<file path="config.mk">
export PLATFORM = sky130hd
export DESIGN_NAME = lla_ctrl
export DESIGN_NICKNAME = d
export VERILOG_FILES = /design/src/rtl/lla_pkg.sv /design/src/rtl/lla_ctrl.sv
export SDC_FILE = /design/constraint.sdc
export NUM_CORES = 1
export LEC_CHECK = 0
export ABC_AREA = 1
export BUFFER_PORTS_ARGS = -buffer_cell sky130_fd_sc_hd__buf_4
export CORE_AREA = 2 2 39 41
export CTS_CLUSTER_SIZE = 25
export DETAILED_ROUTE_END_ITERATION = 7
export DIE_AREA = 0 0 41 43
export PLACE_DENSITY = 0.42
export RECOVER_POWER = 50
export SYNTH_ARGS = -nofsm -noshare
export SYNTH_HDL_FRONTEND = slang
export SYNTH_SLANG_ARGS = --single-unit
</file>
<file path="constraint.sdc">
create_clock -name clk -period 1.15 [get_ports clk]
set_clock_uncertainty 0.05 [all_clocks]
set_input_delay 0.115 -clock clk [delete_from_list [all_inputs] [get_ports clk]]
set_output_delay 0.115 -clock clk [all_outputs]
set_load 0.01 [all_outputs]
</file>
<file path="src/rtl/lla_pkg.sv">
// Shared types and constants for the life-like automaton stepper.
// Used by the controller, the datapath and the top level; no dependencies.
package lla_pkg;

  localparam int MAX_SIDE_DEF = 128;

  localparam logic [1:0] CFG_BIRTH   = 2'd0;
  localparam logic [1:0] CFG_SURVIVE = 2'd1;
  localparam logic [1:0] CFG_SIDE    = 2'd2;

  localparam logic [8:0] BIRTH_RST   = 9'd8;
  localparam logic [8:0] SURVIVE_RST = 9'd12;
  localparam logic [7:0] SIDE_RST    = 8'd40;

  typedef enum logic [1:0] {
    CMD_TOGGLE = 2'd0,
    CMD_CLEAR  = 2'd1,
    CMD_STEP   = 2'd2,
    CMD_NOP    = 2'd3
  } cmd_t;

  typedef enum logic [1:0] {
    PH_IDLE,
    PH_TOGGLE,
    PH_SCAN,
    PH_STEP
  } phase_t;

  typedef struct packed {
    logic [1:0] command;
    logic [6:0] row;
    logic [6:0] col;
  } req_t;

  typedef struct packed {
    logic running;
    logic any_alive;
    logic unchanged;
    logic cell_value;
  } rsp_t;

  typedef struct packed {
    logic   load;
    logic   restart;
    phase_t phase;
  } ctl_t;

  typedef struct packed {
    logic last;
  } sts_t;

endpackage

</file>
<file path="src/rtl/lla_ctrl.sv">
// Command sequencer: walks toggle, scan and step phases of the datapath.
// Depends on lla_pkg.
module lla_ctrl (
  input  logic          clk,
  input  logic          rst,
  input  logic          start,
  input  logic [1:0]    command,
  input  lla_pkg::sts_t sts,
  output lla_pkg::ctl_t ctl,
  output logic          busy,
  output logic          done
);

  typedef enum logic [2:0] {
    S_IDLE,
    S_TOGGLE,
    S_SCAN,
    S_STEP,
    S_DONE
  } state_t;

  state_t state;

  always_ff @(posedge clk) begin
    if (rst) begin
      state <= S_IDLE;
    end else begin
      case (state)
        S_IDLE: begin
          if (start) begin
            case (command)
              lla_pkg::CMD_TOGGLE: state <= S_TOGGLE;
              lla_pkg::CMD_CLEAR:  state <= S_DONE;
              lla_pkg::CMD_STEP:   state <= S_STEP;
              default:             state <= S_SCAN;
            endcase
          end
        end
        S_TOGGLE: if (sts.last) state <= S_SCAN;
        S_SCAN:   if (sts.last) state <= S_DONE;
        S_STEP:   if (sts.last) state <= S_DONE;
        S_DONE:   state <= S_IDLE;
        default:  state <= S_IDLE;
      endcase
    end
  end

  always_comb begin
    busy        = (state != S_IDLE);
    done        = (state == S_DONE);
    ctl.load    = start && (state == S_IDLE);
    ctl.restart = (state == S_TOGGLE) && sts.last;
    case (state)
      S_TOGGLE: ctl.phase = lla_pkg::PH_TOGGLE;
      S_SCAN:   ctl.phase = lla_pkg::PH_SCAN;
      S_STEP:   ctl.phase = lla_pkg::PH_STEP;
      default:  ctl.phase = lla_pkg::PH_IDLE;
    endcase
  end

  a_done_then_idle: assert property (@(posedge clk) disable iff (rst)
    done |=> !busy) else $error("done not followed by idle");
  a_load_busy: assert property (@(posedge clk) disable iff (rst)
    ctl.load |=> busy) else $error("accepted command left block idle");
  a_restart_to_scan: assert property (@(posedge clk) disable iff (rst)
    ctl.restart |=> (ctl.phase == lla_pkg::PH_SCAN)) else $error("toggle not followed by scan");

endmodule

</file>
==> flow_metrics.env <==
export IMPL_status="complete, but fails checks"
export IMPL_violations="setup timing"
export IMPL_synth_area_per_cell_um2=6.40
export IMPL_synthDistinctLibCells=13
export IMPL_synth_nets=41
export IMPL_nFillCells=152
export IMPL_clock_sinks=3
export IMPL_path_max_fanout=5
export IMPL_start_util_pct=16.2
export IMPL_clk_pin_slew_ps=40
export IMPL_maxSlewViolCount=0
export IMPL_drt_total_wl_um=648
export IMPL_ys_seq_area_share_pct=26.8
export IMPL_root_buffer="clkbuf_4"
export IMPL_multi_input_area_um2=161
export IMPL_synth_largest_area_cell="dfxtp_1"
export IMPL_drive_above_1_share_pct=63.2
export IMPL_synthArstFlopShare_pct=0
export IMPL_holdPathStages=3
export IMPL_die_x_um=41
export IMPL_reg2regPathDepth=8
export IMPL_p_leak_nw=0.229
export IMPL_regArea_um2=68.8
export IMPL_p_total_mw=0.612
export IMPL_end_kind="output port"
export IMPL_worstPathArrival_ps=1030
export IMPL_synthFlopType="dfxtp_1"
export IMPL_core_um2=1380
export IMPL_synth_edf_count=0
export IMPL_critPathLaunch="state[0]$_SDFFE_PP0P_"
export IMPL_ctsHtreeMaxLevel=1
export IMPL_num_vias=299
export IMPL_grt_overflow=0
export IMPL_io_buffer_count=11
export IMPL_area_growth_pct=107
export IMPL_numCtsBuffers=3
export IMPL_ant_nets=0
export IMPL_dieArea_um2=1760
export IMPL_cp_required_ps=990
export IMPL_maxCapViolCount=0
export IMPL_yosys_top_cells_count="nor2_1, inv_1, dfxtp_1, inv_2, nand3_1"
export IMPL_routedWlPerCell_um=8.88
export IMPL_cts_tree="done"
export IMPL_grt_pass1_vias=272
export IMPL_setup_viol=3
export IMPL_ctsLongestPathBuffers=2
export IMPL_hold_start="start"
export IMPL_synthTopCellsByArea="dfxtp_1, nor2_1, nand3_2"
export IMPL_place_congestion=0.718
export IMPL_dr_pass1_iters=4
export IMPL_rsz0062_at_grt="yes"
export IMPL_fp_row_count=14
export IMPL_num_io_pins=12
export IMPL_start_kind="flip-flop"
export IMPL_nets=64
export IMPL_max_slew_margin_pct=88.0
export IMPL_largest_register="state"
export IMPL_final_setup_worst_slack_ps=-49.9
export IMPL_grt_usage_pct=8.62
export IMPL_viasPerCell=4.10
export IMPL_drc=0
export IMPL_power_density_nw_per_um2=1320
export IMPL_synth_ff_latch_count=3
export IMPL_biggestRegsByFlops="state: 3 flops"
export IMPL_final_cell_area_um2=464
export IMPL_hold_viol=0
export IMPL_clk_latency_ps=240
export IMPL_fin_crit_ps=1200
export IMPL_die_y_um=43
export IMPL_final_cells=73
export IMPL_grt_pass1_wl_um=972
export IMPL_hp_class="in2reg"
export IMPL_worstSetupPathType="reg2out"
export IMPL_tightest_slew_ps=178
export IMPL_fmax_mhz=833
export IMPL_ir_worst_vdd_mv=0.519
export IMPL_largest_register_ffs=3
export IMPL_antenna_found_initial=0
export IMPL_diodes=0
export IMPL_place_detailed_hpwl_um=448
export IMPL_drt_initial_drc_count=5
export IMPL_synth_area_um2=224
export IMPL_synth_warnings=0
export IMPL_finalCritPeriodShare_pct=104
export IMPL_grt_max_degree=6
export IMPL_synth_cells=35
export IMPL_reg2reg_from="state[1]$_SDFFE_PP0P_"
export IMPL_synth_top_area_share_pct=26.8
export IMPL_synth_most_common_cell="nor2_1"
export IMPL_placed_cells=62
export IMPL_placed_area_um2=327
[final cells by class]
class | count | share of cell area (%)
Inverter | 8 | 7.55
Clock buffer | 4 | 5.66
Multi-Input combinational cell | 24 | 34.8
Timing Repair Buffer | 18 | 32.9
Sequential cell | 3 | 14.8
Tap cell | 16 | 4.31
[layout by cell type (no fill, tap or decap), types with 2 or more instances in the layout]
| cell type | instances |
|---|---|
| a21oi_1 | 2 |
| nor2_4 | 3 |
| nand3_2 | 2 |
| buf_4 | 13 |
| nand3_1 | 3 |
| inv_1 | 4 |
| nor2_1 | 5 |
| inv_4 | 2 |
| buf_6 | 4 |
| inv_2 | 2 |
| dfxtp_4 | 2 |
| nand2_4 | 2 |
| nor2_2 | 2 |
| clkbuf_4 | 3 |
| nand4_1 | 2 |
[where the power goes]
group          switching, mW  internal (mW)
sequential            0.0131          0.118
clock                 0.0592          0.130
combinational          0.140          0.152
[per-layer routing]
metal | vias to the layer above | GRT usage (%) | share of wire (%)
met2 | 10 | 13.8 | 54
met5 | - | 0 | 0
met4 | 0 | 6.00 | 2.9
met1 | 130 | 7.67 | 33
met3 | 3 | 4.71 | 9.4
li1 | 156 | - | -
[critical path, cell delays in order, from the launching register on]
cell and delay [ps]:
dfxtp_4 380, inv_4 60, nor3_1 200, buf_4 150
[stage by stage]
step | hold WS [ps] | utilization [%] | TNS, ps | setup slack (ps)
3_5_place_dp | 234 | 23.6 | 0 | 83.2
4_1_cts | 121 | 29.8 | -160 | -89.4
6_report | 127 | 33.5 | -111 | -49.9
2_1_floorplan | 134 | - | 0 | 132
5_1_grt | 132 | 33.5 | -352 | -119
3_3_place_gp | 234 | 23.6 | 0 | 92.1
[worst paths after layout]
check	to	slack, ps
setup / recovery	ctl[2]	-50
hold / removal	state[0]$_SDFFE_PP0P_	130
setup reg to reg	state[1]$_SDFFE_PP0P_	50
hold reg to reg	state[0]$_SDFFE_PP0P_	500
[logic make-up (layout without fill, tap and decap cells)]
| family | after synthesis | in the layout | synth area share (%) |
|---|---|---|---|
| compound gates | 3 | 3 | 7.82 |
| simple gates | 21 | 21 | 52.0 |
| buf+inv | 8 | 30 | 13.4 |
| flops | 3 | 3 | 26.8 |
[timing repair]
item	CTS	global route
pin swaps	2	5
gates resized for setup	9	12
setup buffers	4	2
setup endpoints to repair	5	6
endpoints found under the hold margin	1	0
hold buffers	1	0
Note: power is estimated with default switching activity, not from simulation.
